==> config.mk <==
export PLATFORM = sky130hd
export DESIGN_NAME = cnh_queue
export DESIGN_NICKNAME = d
export VERILOG_FILES = /design/src/rtl/cnh_pkg.sv /design/src/rtl/cnh_queue.sv
export SDC_FILE = /design/constraint.sdc
export NUM_CORES = 1
export LEC_CHECK = 0
export ABC_AREA = 1
export BUFFER_PORTS_ARGS = -buffer_cell sky130_fd_sc_hd__clkbuf_2
export CAP_MARGIN = 40
export CORE_MARGIN = 3
export CORE_UTILIZATION = 50
export CTS_CLUSTER_SIZE = 12
export DETAILED_ROUTE_END_ITERATION = 10
export PLACE_DENSITY = 0.75
export SYNTH_ARGS = -nofsm -noshare
export SYNTH_HDL_FRONTEND = slang
export SYNTH_SLANG_ARGS = --single-unit
==> constraint.sdc <==
create_clock -name clk -period 2.9 [get_ports clk]
set_input_delay 0.87 -clock clk [delete_from_list [all_inputs] [get_ports clk]]
set_output_delay 0.87 -clock clk [all_outputs]
set_load 0.02 [all_outputs]
==> src/rtl/cnh_pkg.sv <==
// Shared types and constants for the Canny thinning and edge tracking block.
// No dependencies; most other files import this package.
package cnh_pkg;

    localparam int MAX_WIDTH_DEF = 2048;

    localparam int MAG_W     = 16;
    localparam int DIR_W     = 2;
    localparam int SIZE_W    = 12;   // width and height registers
    localparam int CFG_W     = 16;   // widest register
    localparam int CFG_IDX_W = 2;
    localparam int ROW_W     = 13;   // row counter, carries ROW_OFS
    localparam int ROW_OFS   = 4;    // row k is held as k + ROW_OFS so look-behind stays positive
    localparam int Q_DEPTH   = 4;
    localparam int OUT_DEPTH = 8;

    localparam logic [CFG_IDX_W-1:0] CFG_WIDTH  = 2'd0;
    localparam logic [CFG_IDX_W-1:0] CFG_HEIGHT = 2'd1;
    localparam logic [CFG_IDX_W-1:0] CFG_LOW    = 2'd2;
    localparam logic [CFG_IDX_W-1:0] CFG_HIGH   = 2'd3;

    localparam logic FUNC_PIXEL = 1'b0;
    localparam logic FUNC_FLUSH = 1'b1;

    localparam logic [DIR_W-1:0] DIR_H   = 2'd0;
    localparam logic [DIR_W-1:0] DIR_45  = 2'd1;
    localparam logic [DIR_W-1:0] DIR_V   = 2'd2;
    localparam logic [DIR_W-1:0] DIR_135 = 2'd3;

    localparam logic [MAG_W-1:0] RST_LOW  = 16'd0;
    localparam logic [MAG_W-1:0] RST_HIGH = 16'hFFFF;
    localparam logic [SIZE_W-1:0] RST_WIDTH  = 12'd640;
    localparam logic [SIZE_W-1:0] RST_HEIGHT = 12'd480;

    typedef enum logic {
        KIND_PIXEL = 1'b0,
        KIND_DRAIN = 1'b1
    } kind_t;

    typedef struct packed {
        kind_t             kind;
        logic [MAG_W-1:0]  magnitude;
        logic [DIR_W-1:0]  direction;
    } entry_t;

endpackage

==> src/rtl/cnh_queue.sv <==
// Short request queue between the front and the back end.
// Depends on cnh_pkg.
module cnh_queue
(
    input  logic            clk,
    input  logic            rst_n,
    input  logic            push,
    input  cnh_pkg::entry_t push_entry,
    input  logic            pop,
    output cnh_pkg::entry_t head,
    output logic            empty,
    output logic            full
);
    import cnh_pkg::*;

    localparam int QA = $clog2(Q_DEPTH);

    entry_t          slot_reg [Q_DEPTH];
    logic [QA-1:0]   wp_reg, rp_reg;
    logic [QA:0]     cnt_reg, cnt_next;

    assign empty = (cnt_reg == '0);
    assign full  = (cnt_reg == (QA+1)'(Q_DEPTH));
    assign head  = slot_reg[rp_reg];

    always_comb
    begin
        cnt_next = cnt_reg;
        if (push && !pop)
            cnt_next = cnt_reg + 1'b1;
        else if (pop && !push)
            cnt_next = cnt_reg - 1'b1;
    end

    always_ff @(posedge clk or negedge rst_n)
    begin
        if (!rst_n)
        begin
            wp_reg  <= '0;
            rp_reg  <= '0;
            cnt_reg <= '0;
        end
        else
        begin
            if (push)
                wp_reg <= wp_reg + 1'b1;
            if (pop)
                rp_reg <= rp_reg + 1'b1;
            cnt_reg <= cnt_next;
        end
    end

    always_ff @(posedge clk)
    begin
        if (push)
            slot_reg[wp_reg] <= push_entry;
    end

endmodule

Word level (Yosys, flattened, before mapping)
Memory sizes are Yosys's and may differ from the RTL's. Index checks and enable logic that the tools add are counted.

Add/sub/neg operators: 4. Multipliers: 0. Divide/modulo/power cells: 0. Order comparisons: 0. Eq/ne operators: 1. Shift-type cells: 0. Multiplexer cells: 4. Bitwise operators: 0. Reductions and logical operators: 6.

Operators with widths (number): 3-bit 2-to-1 mux (2); 2-bit by 1-bit adder with 2-bit output, second input constant (2); 3-bit by 1-bit adder with 3-bit output, second input constant (1); 3-bit equality test, second input constant (1); 3-bit zero test (1); 3-bit by 1-bit subtractor with 3-bit output, second input constant (1); 1-bit logical AND (2); 1-bit zero test (2); 1-bit 2-to-1 mux (2); 2-bit nonzero test (1).

Register bits after elaboration: 7. Latch bits: 0. Memory bits (writable): 76. ROM bits: 0. Output and inout bits: 21. Memories kept: 1.

Memory list: slot_reg (depth 4, bits a word 19, read ports 1, clocked after Yosys merged registers in 0, wr ports 1, RTL line cnh_queue.sv:18) `entry_t slot_reg [Q_DEPTH];`.

Depth between registers and ports, before layout
Word-level depth: 4. Gate-level depth with buffers: 9. Mapped depth without buffers: 9.

Least setup slack after synthesis
Ideal clock, no wire load.

Path kind: input -> register. Start: input port push. End: memory slot_reg[1][0] (netlist name) (enable). Data arrival time: 1.541 ns. Required time: 2.526 ns. Slack: 0.985 ns. Cell stages on the path: 3. Path buffers: 1. Cell sequence: clkbuf_1 > nand2_1 > inv_1.

Cells in the longest elaborated chain, start to end: 2.

Ends and longest elaborated chain: from (decl) (RTL line cnh_queue.sv:7) `input logic push,`; 1-bit 2-to-1 mux (RTL line cnh_queue.sv:55) `if (push)`; 1-bit 2-to-1 mux (implied by the code) (RTL line cnh_queue.sv:56) `slot_reg[wp_reg] <= push_entry;`; to (decl) (RTL line cnh_queue.sv:18).

No other way between the ends.

==> metrics.txt <==
status=completed; Final nets=between 300 and 400; Final Max Slew Viols=0; CTS Root Cell=clkbuf_8; kind of cell adding the most delay to the critical path=buffers and inverters; register area=between 2000 and 2500 um2; routed vias=about 2000; CTS Buffer Depth=2; post-layout min period=2.50 ns; clock skew=slightly above 0.008 ns; synth warn=0; # port buffers=43; Slew headroom=0.432; CTS tree=yes; chip height=about 90 um; Post-route DRC=0; crit path max fanout=8; # rows=30; Area Overhead vs Synth=13.0%; multi-input logic area=787 um2; mapped cell area=~3600 um2; WL per Instance=between 10 and 15 um; Post-DRT Antenna Nets=0; Max VDD drop=~0.45 mV; sequential share of the synthesized area=0.691; syn_area_per_cell=between 10 and 15 um2; pwr/cell area=1010 nW/um2; Worst-path clk slew=around 0.080 ns; Worst-Margin Slew=between 0.8 and 0.9 ns; worst path arrival time=around 1.6 ns; RSZ-0062 raised after global routing=false; CTS Buf Count=9; Leakage=0.00170 uW; Slowest-stage cell, CP=dfrtp_1; worst-skew pair later-pin latency=approximately 0.34 ns; FF-to-FF Start=wp_reg[1]; CP Cell Sequence=inv_1, buf_4, o211ai_2, nand2_1, clkbuf_2; TNS Setup=0 ns; TritonRoute pass-1 iters=4; # IOs=between 40 and 50; antenna cell count=0; Core Util, Final=0.588; number of synthesized flops with an enable pin=76; Total GRT Usage=0.152; Post-synth top flop=edfxtp_1; top cells by area, synth=edfxtp_1 (64%), nand2_1 (7.4%), o211ai_2 (6.7%), inv_1 (5.3%), dfrtp_1 (4.9%); Clock Sinks=83; met3 Usage GRT=0.0433; top-area cell type share of the netlist area=0.642; Post-synth top cells=edfxtp_1 (76), nand2_1 (70), inv_1 (50); Post-Route WL=between 5 and 6 mm; aggregate global routing overflow=0; routability cong.=between 0.7 and 0.8; pin count of the biggest net entering global routing=between 70 and 80; gr busiest metal=met2; CTS resizes=0; CP Capture Type=primary output; WP data required=slightly above 2 ns; max frequency=401 MHz; Worst R2R End=slot_reg[1][12]; Syn Nets=~300; worst path bufs/invs=3; ys async rst share=0.0843; layout cells sized above 1=0.256; Final Cycle Share=0.861; synthesis-stage register bit count=83; # setup viols final=0; Die Width=between 90 and 100 um; reg-to-reg slack, setup=~1.2 ns; MaxCap Viol Count=0; hold-fix buffers at CTS=0; post-synth cell types=19; Fillers=roughly 560; final hold viol count=0; synthesized instance count=270; Min-Delay Path Class=input port to asynchronous set/reset pin; DIE AREA=between 8000 and 9000 um2; cell taking the most area after synthesis=edfxtp_1; Reg2Reg Depth=4; core area=between 6000 and 7000 um2; first-pass GRT wire length=9.43 mm; met1 Use GR=0.165; Worst path max stage delay=0.39 ns; Initial Util=0.520; initial antenna violation count=0; Post-CTS Setup Bufs=0; Avg Vias per Cell=just under 5; max FFs per register=76; HPWL reported at the end of detailed placement=~3.8 mm; CP Class=flip-flop to primary output; Initial DRC Count=161; crit path launch type=flip-flop; met2 Use GR=0.267; number of global-route vias before repair=roughly 2000; H-tree levels=3; most frequent cell after synthesis=edfxtp_1
==> metrics by stage <==
step	worst slack (ns)	cell area [um2]	total power [uW]	instances	hold WS [ns]
CTS	0.372	4000	4090	415	0.344
detailed placement	0.733	3820	3320	400	0.494
floorplan	0.985	3550	2940	270	0.463
finish	0.404	4020	4040	416	0.360
global placement	0.767	3820	3280	400	0.480
global route	0.319	4020	4300	416	0.345
==> cells by family after synthesis <==
logic type               Yosys count  share of synthesized area
AO/OA/AOI/OAI                     39                      0.108
XOR/XNOR                           4                    0.00986
adder cells (fa/ha/maj)            6                     0.0232
buffers and inverters             64                     0.0873
flip-flops                        83                      0.691
AND/OR/NAND/NOR                   74                     0.0799
==> layout make-up <==
type / instances / share of cell area
clock buffers: 9 / 0.0309
multi-input cells: 123 / 0.196
repair buffers: 49 / 0.0698
well taps: 96 / 0.0299
clock inverters: 6 / 0.0143
flip-flops and latches: 83 / 0.612
inverters: 50 / 0.0467
==> how the worst max path moves through the flow <==
| stage | from | endpoint | slack, ns | depth (start not counted) |
|---|---|---|---|---|
| global route | rp_reg[1] | head[9] | 0.32 | 5 |
| finish | rp_reg[1] | head[7] | 0.40 | 5 |
| detailed placement | push | slot_reg[0][2] | 0.73 | 3 |
| CTS | rp_reg[1] | head[5] | 0.37 | 5 |
| global placement | push | slot_reg[3][12] | 0.77 | 3 |
| floorplan | push | slot_reg[1][0] | 0.98 | 3 |
==> layout by cell type (no fill, tap or decap) <==
cell type and n:
buf_8 1, xor2_1 3, o211ai_2 19, nand4_1 1, nand3_1 1, o211ai_1 19
clkinv_1 2, inv_1 50, dfrtp_2 1, nor3_1 2, xnor2_1 1, clkinvlp_4 2
o21ai_1 1, ha_1 5, clkbuf_2 43, clkinv_2 1, fa_1 1, bufinv_16 1
edfxtp_1 76, dfrtp_1 6, nand2_1 70, buf_4 4, clkbuf_8 9, buf_12 1
==> layer usage <==
| metal | share of wire | wire length [um] | vias to the layer above |
|---|---|---|---|
| met3 | 0.041 | 237 | 7 |
| met1 | 0.42 | 2430 | 963 |
| met5 | 0 | 0 | - |
| met4 | 0.014 | 79 | 0 |
| met2 | 0.53 | 3070 | 41 |
| li1 | - | - | 1006 |
==> power breakdown <==
part	internal, uW	total [uW]	switching [uW]
clock network	385	769	384
registers	1580	1680	100
logic	531	1590	1060
Power figures use the tool's default switching activity.
