<file path="src/rtl/cnh_pkg.sv">
// Shared types and constants for the Canny thinning and edge tracking block.
// No dependencies; most other files import this package.
package cnh_pkg;

    localparam int MAX_WIDTH_DEF = 2048;

    localparam int MAG_W     = 16;
    localparam int DIR_W     = 2;
    localparam int SIZE_W    = 12;   // width and height registers
    localparam int CFG_W     = 16;   // widest register
    localparam int CFG_IDX_W = 2;
    localparam int ROW_W     = 13;   // row counter, carries ROW_OFS
    localparam int ROW_OFS   = 4;    // row k is held as k + ROW_OFS so look-behind stays positive
    localparam int Q_DEPTH   = 4;
    localparam int OUT_DEPTH = 8;

    localparam logic [CFG_IDX_W-1:0] CFG_WIDTH  = 2'd0;
    localparam logic [CFG_IDX_W-1:0] CFG_HEIGHT = 2'd1;
    localparam logic [CFG_IDX_W-1:0] CFG_LOW    = 2'd2;
    localparam logic [CFG_IDX_W-1:0] CFG_HIGH   = 2'd3;

    localparam logic FUNC_PIXEL = 1'b0;
    localparam logic FUNC_FLUSH = 1'b1;

    localparam logic [DIR_W-1:0] DIR_H   = 2'd0;
    localparam logic [DIR_W-1:0] DIR_45  = 2'd1;
    localparam logic [DIR_W-1:0] DIR_V   = 2'd2;
    localparam logic [DIR_W-1:0] DIR_135 = 2'd3;

    localparam logic [MAG_W-1:0] RST_LOW  = 16'd0;
    localparam logic [MAG_W-1:0] RST_HIGH = 16'hFFFF;
    localparam logic [SIZE_W-1:0] RST_WIDTH  = 12'd640;
    localparam logic [SIZE_W-1:0] RST_HEIGHT = 12'd480;

    typedef enum logic {
        KIND_PIXEL = 1'b0,
        KIND_DRAIN = 1'b1
    } kind_t;

    typedef struct packed {
        kind_t             kind;
        logic [MAG_W-1:0]  magnitude;
        logic [DIR_W-1:0]  direction;
    } entry_t;

endpackage

</file>
<file path="src/rtl/cnh_ifs.sv">
// Stream channel interfaces for the input items and the results.
// Depends on cnh_pkg.
interface cnh_in_if;
    import cnh_pkg::*;
    logic                valid;
    logic                ready;
    logic                func;
    logic [MAG_W-1:0]    magnitude;
    logic [DIR_W-1:0]    direction;

    modport source (output valid, output func, output magnitude, output direction, input ready);
    modport sink   (input valid, input func, input magnitude, input direction, output ready);
endinterface


</file>
<file path="src/rtl/cnh_front.sv">
// Front end: takes items, tracks the raster position of the frame and turns
// pixels and drain ticks into queue requests. Depends on cnh_pkg, cnh_ifs.
module cnh_front
#(
    parameter int MAX_WIDTH = cnh_pkg::MAX_WIDTH_DEF
)
(
    input  logic                                 clk,
    input  logic                                 rst_n,
    cnh_in_if.sink                               in_ch,
    input  logic [$clog2(MAX_WIDTH+1)-1:0]       width,
    input  logic [cnh_pkg::SIZE_W-1:0]           height,
    input  logic                                 full,
    output logic                                 push,
    output cnh_pkg::entry_t                      push_entry
);
    import cnh_pkg::*;

    localparam int WW = $clog2(MAX_WIDTH+1);
    localparam int CW = $clog2(MAX_WIDTH);
    localparam int PW = WW + 2;

    typedef enum logic [1:0] {
        ST_FILL  = 2'b01,
        ST_DRAIN = 2'b10
    } fstate_t;

    fstate_t           state_reg, state_next;
    logic [CW-1:0]     col_reg, col_next;
    logic [SIZE_W-1:0] row_reg, row_next;
    logic [PW-1:0]     left_reg, left_next;
    logic [PW-1:0]     pend;
    logic              accept, last_col, last_row;

    assign in_ch.ready = !full;
    assign accept      = in_ch.valid && !full;
    assign last_col    = (WW'(col_reg) == width - WW'(1));
    assign last_row    = (row_reg == height - SIZE_W'(1));

    // results still owed once the last pixel is in: min(W*H, 2W+2)
    always_comb
    begin
        if (height == SIZE_W'(1))
            pend = PW'(width);
        else if (height == SIZE_W'(2))
            pend = PW'({width, 1'b0});
        else if (height == SIZE_W'(3) && width == WW'(1))
            pend = PW'(3);
        else
            pend = PW'({width, 1'b0}) + PW'(2);
    end

    always_comb
    begin
        state_next = state_reg;
        col_next   = col_reg;
        row_next   = row_reg;
        left_next  = left_reg;
        push       = 1'b0;
        push_entry.kind      = KIND_PIXEL;
        push_entry.magnitude = in_ch.magnitude;
        push_entry.direction = in_ch.direction;
        case (state_reg)
            ST_FILL:
            begin
                if (accept && in_ch.func == FUNC_PIXEL)
                begin
                    push = 1'b1;
                    if (last_col)
                    begin
                        col_next = '0;
                        if (last_row)
                        begin
                            row_next   = '0;
                            left_next  = pend;
                            state_next = ST_DRAIN;
                        end
                        else
                            row_next = row_reg + 1'b1;
                    end
                    else
                        col_next = col_reg + 1'b1;
                end
            end
            ST_DRAIN:
            begin
                push_entry.kind      = KIND_DRAIN;
                push_entry.magnitude = '0;
                push_entry.direction = '0;
                if (accept)
                begin
                    push      = 1'b1;
                    left_next = left_reg - 1'b1;
                    if (left_reg == PW'(1))
                        state_next = ST_FILL;
                end
            end
            default:
            begin
                state_next = ST_FILL;
            end
        endcase
    end

    always_ff @(posedge clk or negedge rst_n)
    begin
        if (!rst_n)
        begin
            state_reg <= ST_FILL;
            col_reg   <= '0;
            row_reg   <= '0;
            left_reg  <= '0;
        end
        else
        begin
            state_reg <= state_next;
            col_reg   <= col_next;
            row_reg   <= row_next;
            left_reg  <= left_next;
        end
    end

endmodule

</file>
<file path="src/flat_wrapper.sv">
// flat-port wrapper written by rule: the top's interface ports become plain ports
module cnh_front_flat import cnh_pkg::*;
#(
    parameter int MAX_WIDTH = cnh_pkg::MAX_WIDTH_DEF
)
  (clk, rst_n, width, height, full, push, push_entry, in_ch_valid, in_ch_func, in_ch_magnitude, in_ch_direction, in_ch_ready);
  cnh_in_if in_ch_i ();
  input  logic clk;
  input  logic rst_n;
  input  logic [$clog2(MAX_WIDTH+1)-1:0] width;
  input  logic [cnh_pkg::SIZE_W-1:0] height;
  input  logic full;
  output logic push;
  output cnh_pkg::entry_t push_entry;
  input wire logic [$bits(in_ch_i.valid)-1:0] in_ch_valid;
  input wire logic [$bits(in_ch_i.func)-1:0] in_ch_func;
  input wire logic [$bits(in_ch_i.magnitude)-1:0] in_ch_magnitude;
  input wire logic [$bits(in_ch_i.direction)-1:0] in_ch_direction;
  output wire logic [$bits(in_ch_i.ready)-1:0] in_ch_ready;
  assign in_ch_i.valid = in_ch_valid;
  assign in_ch_i.func = in_ch_func;
  assign in_ch_i.magnitude = in_ch_magnitude;
  assign in_ch_i.direction = in_ch_direction;
  assign in_ch_ready = in_ch_i.ready;
  cnh_front #(.MAX_WIDTH(MAX_WIDTH)) u_core (.clk(clk), .rst_n(rst_n), .in_ch(in_ch_i), .width(width), .height(height), .full(full), .push(push), .push_entry(push_entry));
endmodule
</file>
<file path="config.mk">
export PLATFORM = sky130hd
export DESIGN_NAME = cnh_front_flat
export DESIGN_NICKNAME = d
export VERILOG_FILES = /design/src/rtl/cnh_pkg.sv /design/src/rtl/cnh_ifs.sv /design/src/rtl/cnh_front.sv /design/src/flat_wrapper.sv
export SDC_FILE = /design/constraint.sdc
export NUM_CORES = 1
export LEC_CHECK = 0
export BUFFER_PORTS_ARGS = -buffer_cell sky130_fd_sc_hd__buf_2
export CORE_MARGIN = 1.5
export CORE_UTILIZATION = 46
export DETAILED_ROUTE_END_ITERATION = 8
export PLACE_DENSITY = 0.72
export SETUP_SLACK_MARGIN = 0.15
export SYNTH_ARGS = -nofsm -noshare
export SYNTH_HDL_FRONTEND = slang
export SYNTH_SLANG_ARGS = --single-unit
</file>
<file path="constraint.sdc">
create_clock -name clk -period 5.5 [get_ports clk]
set_input_delay 0.825 -clock clk [delete_from_list [all_inputs] [get_ports clk]]
set_output_delay 0.825 -clock clk [all_outputs]
set_load 0.03 [all_outputs]
</file>
After elaboration in Yosys (flattened, before gate mapping) --
Index checks and enable logic that the tools add are counted.
Cells by class: reduce and logical (&&, ||, !) cells 9, equal/unequal tests 14, add/sub/neg operators 6, bitwise operators 1, muxes and demuxes 20
Operators by type and width (count):
- $mux 14 | 7
- $pmux 14 s2 | 1
- $eq 12x1->1 const B | 2
- $eq 12x2->1 const B | 2
- $sub 12x1->12 const B | 2
- $mux 19 | 1
- $add 13x2->14 const B | 1
- $eq 14x1->1 const B | 1
- $sub 14x1->14 const B | 1
- $add 12x1->12 const B | 1
- $eq 11x12->1 | 1
- $eq 12x12->1 | 1
- $mux 12 | 1
- $add 11x1->11 const B | 1
- $mux 11 | 1
- $mux 2 | 5
- $ne 2x1->1 const B | 5
- $reduce_and 5->1 | 2
- $pmux 2 s2 | 1
- $logic_and 1x1->1 | 3
- $reduce_and 3->1 | 1
- $eq 2x1->1 const B | 1
- $eq 2x2->1 const B | 1
- $mux 1 | 2
- 5 further kinds | 5
Storage, ports and cells: word-level logic and storage cells 54, bits in registers 39

Depth between registers and ports, before layout --
Gate-level depths: netlist (run 1).
word-level depth 9, depth in mapped cells 13

Worst setup path after synthesis (run 1) --
OpenSTA, ideal clock, no wires.
path type input to register, start point input port width[0], end point register u_core.row_reg[11], library setup time 96 ps, setup slack 2203 ps, stages on the path 13, arrival time 3202 ps, cell sequence clkbuf_1 -> inv_1 -> ha_1 -> clkbuf_1 -> nor3_1 -> nand3b_1 -> a211oi_1 -> a311o_1 -> and4_1 -> clkbuf_1 -> buf_2 -> nand3_2 -> o31ai_1
On the way: longest elaborated chain between the ends 3
Ends and longest elaborated chain:
- from (decl) | line flat_wrapper.sv:10 | input logic [$clog2(MAX_WIDTH+1)-1:0] width;
- $sub 12x1->12 | line cnh_front.sv:37 | assign last_col = (WW'(col_reg) == width - WW'(1));
- $eq 11x12->1 | line cnh_front.sv:37
- $reduce_and 3->1 (no source line)
- to (signal assigned) | line cnh_front.sv:118 | row_reg <= row_next;
- to (decl) | line cnh_front.sv:30 | logic [SIZE_W-1:0] row_reg, row_next;
Every way passes these cells. A chain may end at the register's enable or synchronous reset.

Worst setup path in the final report (run 1) --
start point input port width[0], end point register u_core.left_reg[8]
On the way: longest elaborated chain between the ends 9, elaborated cells on any way between the ends 14, those cells by class 2 x add/sub; 3 x eq/ne; 7 x mux; 2 x reduce/logical
Ends and longest elaborated chain:
- parallel branches: the longest is 9 deep, another holds $add 13x2->14
- to (signal assigned) | line cnh_front.sv:119 | left_reg <= left_next;
- to (decl) | line cnh_front.sv:31 | logic [PW-1:0] left_reg, left_next;
Parallel ways; which one is timed is not known. The select of a mux whose other input is x is not followed.

==> results_dict.tcl, run 1 <==
set metrics [dict create \
    layout_common_cells "buf_2 (67), nand2_1 (45), dfrtp_1 (38), nor2_1 (31), inv_1 (27)" \
    critPathSlowestCell "nand4_1" \
    power_density_mw_per_mm2 156 \
    grt.overflow.total 0 \
    intPower_mw 0.465 \
    synth_nets 582 \
    cts_buffer_depth 2 \
    p_switching_mw 0.242 \
    fp.dieW_um 97.2 \
    antenna_found_initial 0 \
    yosys.area_share.xor_xnor 0.0962 \
    synthCells 522 \
    first_global_vias 4036 \
    grt_setup_unrepaired "no" \
    hold_buffers 0 \
    yosysSeqAreaShare 0.239 \
    crit_path_end_kind "flop" \
    cts.clk_slew.worst_paths_ns 0.09 \
    yosys.area_share.simple 0.308 \
    die_area_mm2 0.00945 \
    hold_class "flop to flop" \
    insertion_delay_ns 0.30 \
    max_freq_mhz 272 \
    seq_power_share 0.456 \
    synth_edf_count 0 \
    clockPowerShare 0.287 \
    grt_max_degree 49 \
    synth_cell_type_count 77 \
    finalClockSkew_ns 0.00756 \
    io_pins 68 \
    area_growth_pct 10.9 \
    switching_share 0.342 \
    async_flop_share 1.00 \
    layout_commonest_cell "buf_2" \
    finalHoldViolations 0 \
    finalSetupTns_ns 0 \
    rows 34 \
    cp.required_ns 5.67 \
    max_stage_delay_ns 0.58 \
    relSlewSlack 0.287 \
    drt_iter0_drc 446 \
    gp_congestion 0.939 \
    dr.pass1.iters 5 \
    diodes 0 \
    vias_per_cell 6.23 \
    synth_warnings 0 \
    tightest_slew_ns 1.06 \
    crit_chain "buf_2, inv_1, ha_1, o21bai_1, nor3b_1, nor4_1, a311o_1, nand4_1, buf_4, o311ai_0, o21ai_1" \
    dpl.hpwl_mm 8.20 \
    cts_resized 0 \
    whs_ns 0.518 \
    die_h_um 97.2 \
    slew_violations 0 \
    cts_root_buf "clkbuf_8" \
    status "finished, final reports clean" \
    cp_max_fo 15 \
    nets 628 \
    setup_violations 0 \
    synthMuxAreaShare 0.00490 \
    ir_drop_v 0.0000966 \
    worstPathArrival_ns 3.84 \
    synth_fa_ha_area_frac 0.0398 \
    grtUsageTotal 0.239 \
    via_count 4216 \
    min_period_ns 3.67 \
    syn_avg_cell_area_um2 7.82 \
    synth_top_family_by_area "simple AND/OR/NAND/NOR gates" \
    drt-total-wl_mm 11.3 \
    synth_flop_cell "dfrtp_1" \
    fin_crit_sh 0.668 \
    post_cts_buffers 0 \
    wl_per_cell_um 16.6 \
    port_buffers 67 \
    start_util 0.471 \
    ys_ff_latch 39 \
    clkSinkCount 39 \
    h-tree-depth 2 \
    combPwrFrac 0.257 \
    ant_nets 0 \
    largest_reg_flops 14 \
    fillers 853 \
    drc 0 \
    synth_area_mm2 0.00408 \
    leakage_nw 1.84 \
    drive_gt1_frac 0.178 \
    drv_cap 0 \
    grt_pass1_wl_mm 19.1 \
    cts_made_buffers 5 \
    fin_util 0.522 \
    worst-setup-path-type "primary input to flop" \
    cts_tree "done" \
    synth_compound_area_frac 0.254 \
    coreArea_mm2 0.00868 \
    worst_setup_path_start_kind "primary input" \
]
[area by class of cell]
cell class,instances,area [um^2],share of cell area
inverters,27,101,0.0224
clock buffers,7,76.3,0.0169
multi-input cells,424,2870,0.633
well taps,108,135,0.0298
flip-flops and latches,39,977,0.216
clock inverters,1,5.00,0.00110
repair buffers,71,365,0.0807
[cell usage after synthesis (8+ instances only)]
| library cell | instances | area, um^2 |
|---|---|---|
| a21oi_1 | 16 | 80.1 |
| and3_1 | 12 | 75.1 |
| clkbuf_1 | 22 | 82.6 |
| dfrtp_1 | 38 | 951 |
| ha_1 | 13 | 163 |
| inv_1 | 27 | 101 |
| nand2_1 | 45 | 169 |
| nand2b_1 | 10 | 62.6 |
| nand3_1 | 20 | 100 |
| nand4_1 | 17 | 106 |
| nor2_1 | 31 | 116 |
| nor2b_1 | 20 | 125 |
| nor3_1 | 19 | 95.1 |
| nor4_1 | 8 | 50.1 |
| o21ai_0 | 26 | 130 |
| o31ai_1 | 12 | 90.1 |
| or3_1 | 9 | 56.3 |
| xnor2_1 | 21 | 184 |
| xor2_1 | 22 | 193 |
[through the flow]
stage	power, mW	setup WS, ns	area (um^2)	instances
final	0.707	1.83	4530	677
after CTS	0.707	1.92	4530	677
after detailed placement	0.508	1.61	4450	669
after global placement	0.504	1.79	4450	669
after floorplan	0.448	2.20	4080	522
after global routing	0.740	1.51	4530	677
[critical path: cells and delay by family]
family	cells	cell delay, ns
compound gates	4	0.93
buf+inv	3	0.77
fa+ha+maj	1	0.37
simple gates	3	0.95
[routing by layer]
metal  track usage  routed length (um)
met1         0.326                5280
met2         0.394                5130
met3        0.0367                 705
met4        0.0681                 158
met5             0                   0
[cells by family (layout without fill, tap and decap cells)]
| kind of cell | Yosys count | count (layout) |
|---|---|---|
| buffers and inverters | 59 | 106 |
| DFF | 39 | 39 |
| AOI/OAI and AO/OA | 140 | 140 |
| xor gates and xnor gates | 44 | 44 |
| and+or+nand+nor | 225 | 225 |
| muxes | 2 | 2 |
| adders and majority gates | 13 | 13 |
[power groups by stage]
stage | Sequential, mW | Clock [mW] | Combinational (mW)
after floorplan | 0.317 | 0 | 0.131
after detailed placement | 0.328 | 0 | 0.181
after global placement | 0.328 | 0 | 0.176
final | 0.322 | 0.203 | 0.182
after CTS | 0.322 | 0.203 | 0.182
after global routing | 0.326 | 0.213 | 0.201
[worst paths after layout]
path	from	cells past startpoint	slack [ns]	end
worst max-delay path	width[0]	11	1.83	u_core.left_reg[8]
worst min-delay path	u_core.row_reg[11]	1	0.52	u_core.row_reg[11]
worst max register to register	u_core.left_reg[0]	7	2.53	u_core.left_reg[13]
worst min register to register	u_core.row_reg[11]	1	0.52	u_core.row_reg[11]
max in group asynchronous	rst_n	1	4.26	u_core.col_reg[8]
min in group asynchronous	rst_n	1	0.66	u_core.state_reg[1]
(Power assumes the default switching activity.)
==> inputs of run 2 (changes only) <==
--- a/config.mk
+++ b/config.mk
@@ -5,11 +5,12 @@
 export SDC_FILE = /design/constraint.sdc
 export NUM_CORES = 1
 export LEC_CHECK = 0
+export ABC_AREA = 1
 export BUFFER_PORTS_ARGS = -buffer_cell sky130_fd_sc_hd__buf_2
 export CORE_MARGIN = 1.5
 export CORE_UTILIZATION = 46
 export DETAILED_ROUTE_END_ITERATION = 8
-export PLACE_DENSITY = 0.72
+export PLACE_DENSITY = 0.75
 export SETUP_SLACK_MARGIN = 0.15
 export SYNTH_ARGS = -nofsm -noshare
 export SYNTH_HDL_FRONTEND = slang
==> constraint.sdc (replaced) <==
create_clock -name clk -period 3 [get_ports clk]
set_input_delay 0.45 -clock clk [delete_from_list [all_inputs] [get_ports clk]]
set_output_delay 0.45 -clock clk [all_outputs]
set_load 0.03 [all_outputs]
==> run 2 against run 1 <==
Net effect:
- register-to-register slack got worse by 1.7 ns
- largest power group unchanged
- utilization rose by 1.8 points
- power grew 110%
==> results_dict.tcl, run 2 <==
set metrics [dict create \
    synth_nets 761 \
    yosysSeqAreaShare 0.233 \
    coreArea_mm2 0.00876 \
    synth_flop_cell "dfrtp_1" \
    die_area_mm2 0.00968 \
    cts.clk_slew.worst_paths_ns 0.08 \
    gp_congestion 0.907 \
    setup_violations 0 \
    fin_crit_sh 0.844 \
    synth_edf_count 0 \
    drv_cap 0 \
    layout_commonest_cell "nand2_1" \
    finalClockSkew_ns 0.00878 \
    first_global_vias 4318 \
    min_period_ns 2.53 \
    whs_ns 0.262 \
    async_flop_share 1.00 \
    io_pins 68 \
    area_growth_pct 13.1 \
    r2r-start "u_core.state_reg[0]" \
    grtUsageTotal 0.240 \
    cts_buffer_depth 2 \
    crit_path_end_kind "output port" \
    ys_ff_latch 39 \
    max_freq_mhz 395 \
    dr.pass1.iters 5 \
    fillers 889 \
    clkSinkCount 39 \
    rows 34 \
    synthCells 701 \
    synth_fa_ha_area_frac 0.0389 \
    worstPathArrival_ns 2.08 \
    insertion_delay_ns 0.30 \
    synth_area_mm2 0.00419 \
    yosys.area_share.simple 0.448 \
    power_mw 1.45 \
    largest_reg_flops 14 \
    synth_compound_area_frac 0.0969 \
    dpl.hpwl_mm 8.92 \
    diodes 0 \
    die_h_um 98.4 \
    cts_root_buf "clkbuf_8" \
    port_buffers 67 \
    h-tree-depth 2 \
    synth_top_area_frac 0.227 \
    synthMuxAreaShare 0 \
    nets 823 \
    ir_drop_v 0.000279 \
    synthTopCellsByCount "nand2_1 (199), inv_1 (103), nor2_1 (90), nand3_1 (71), o21ai_0 (39)" \
    synth_warnings 0 \
    hold_buffers 0 \
    synth_cell_type_count 39 \
    ant_nets 0 \
    layout_common_cells "nand2_1 (199), inv_1 (103), nor2_1 (90), nand3_1 (71), buf_2 (67)" \
    yosys.area.top_type "dfrtp_1" \
    setup_ws_ns 0.468 \
    slew_violations 0 \
    drt-total-wl_mm 11.2 \
    hold_class "primary input to async pin" \
    cp.required_ns 2.55 \
    fp.dieW_um 98.4 \
    synth_top_family_by_area "simple AND/OR/NAND/NOR gates" \
    cts_tree "done" \
    cts_made_buffers 5 \
    drt_iter0_drc 298 \
    finalSetupTns_ns 0 \
    drc 0 \
    vias_per_cell 5.28 \
    worst-setup-path-type "flop to output port" \
    cts_resized 0 \
    yosysMostFrequentCell "nand2_1" \
    finalHoldViolations 0 \
    synth.area.top_cells "dfrtp_1 (23%), nand2_1 (18%), inv_1 (9.2%)" \
    fin_util 0.540 \
    via_count 4600 \
    worst_setup_path_start_kind "flop" \
    antenna_found_initial 0 \
    status "finished, final reports clean" \
    grt_setup_unrepaired "no" \
    tightest_slew_ns 0.894 \
    crit_start "u_core.state_reg[0]" \
    power_density_mw_per_mm2 307 \
    start_util 0.478 \
    wl_per_cell_um 12.9 \
    drive_gt1_frac 0.145 \
    yosys.area_share.xor_xnor 0.0667 \
    syn_avg_cell_area_um2 5.97 \
    grt_max_degree 40 \
    post_cts_buffers 0 \
    cp_max_fo 10 \
    grt.overflow.total 0 \
    leakage_nw 2.63 \
    relSlewSlack 0.404 \
    pre_cts_slack_ns 0.296 \
    grt_pass1_wl_mm 19.3 \
]
[run 2: final cells by class]
class / count / area [um^2] / share of cell area
Tap cell: 108 / 135 / 0.0285
Clock buffer: 6 / 82.6 / 0.0174
Sequential cell: 39 / 977 / 0.206
Clock inverter: 2 / 35.0 / 0.00740
Multi-Input combinational cell: 538 / 2730 / 0.576
Timing Repair Buffer: 73 / 380 / 0.0804
Inverter: 106 / 398 / 0.0841
[run 2: power by group]
group | switching (mW) | leakage (nW) | total [mW] | internal (mW)
sequential | 0.0305 | 0.532 | 0.585 | 0.555
combinational | 0.255 | 2.03 | 0.397 | 0.143
clock | 0.200 | 0.0612 | 0.469 | 0.269
[run 2: through the flow]
stage	cells	area, um^2
2_1_floorplan	701	4190
3_3_place_gp	864	4620
3_5_place_dp	864	4620
4_1_cts	872	4730
5_1_grt	872	4730
6_report	872	4730
[run 2: path summary, 6_finish.rpt]
| path | slack (ns) | cells after the start | end |
|---|---|---|---|
| max | 0.47 | 6 | push |
| min in group clk | 0.48 | 2 | u_core.left_reg[1] |
| max in group asynchronous | 2.16 | 1 | u_core.left_reg[12] |
| min | 0.26 | 1 | u_core.col_reg[10] |
| min reg2reg | 0.48 | 2 | u_core.left_reg[1] |
| max reg2reg | 0.83 | 8 | u_core.left_reg[5] |
[run 2: worst max-delay path: stages (launching register included)]
cell	delay, ns
dfstp_2	0.55
ha_1	0.24
inv_1	0.10
nor2_2	0.33
inv_1	0.19
a21oi_1	0.16
buf_2	0.21
[run 2: kinds of logic after synthesis]
group / after synthesis
xor+xnor: 31
flops: 39
fa+ha+maj: 13
compound gates: 73
simple gates: 421
buf+inv: 124
[run 2: routing by layer]
| layer | track usage | part of all wire | wire (um) | up-vias |
|---|---|---|---|---|
| li1 | - | - | - | 2339 |
| met1 | 0.317 | 0.44 | 4950 | 2092 |
| met2 | 0.406 | 0.49 | 5510 | 150 |
| met3 | 0.0272 | 0.054 | 607 | 19 |
| met4 | 0.0845 | 0.015 | 167 | 0 |
| met5 | 0 | 0 | 0 | - |
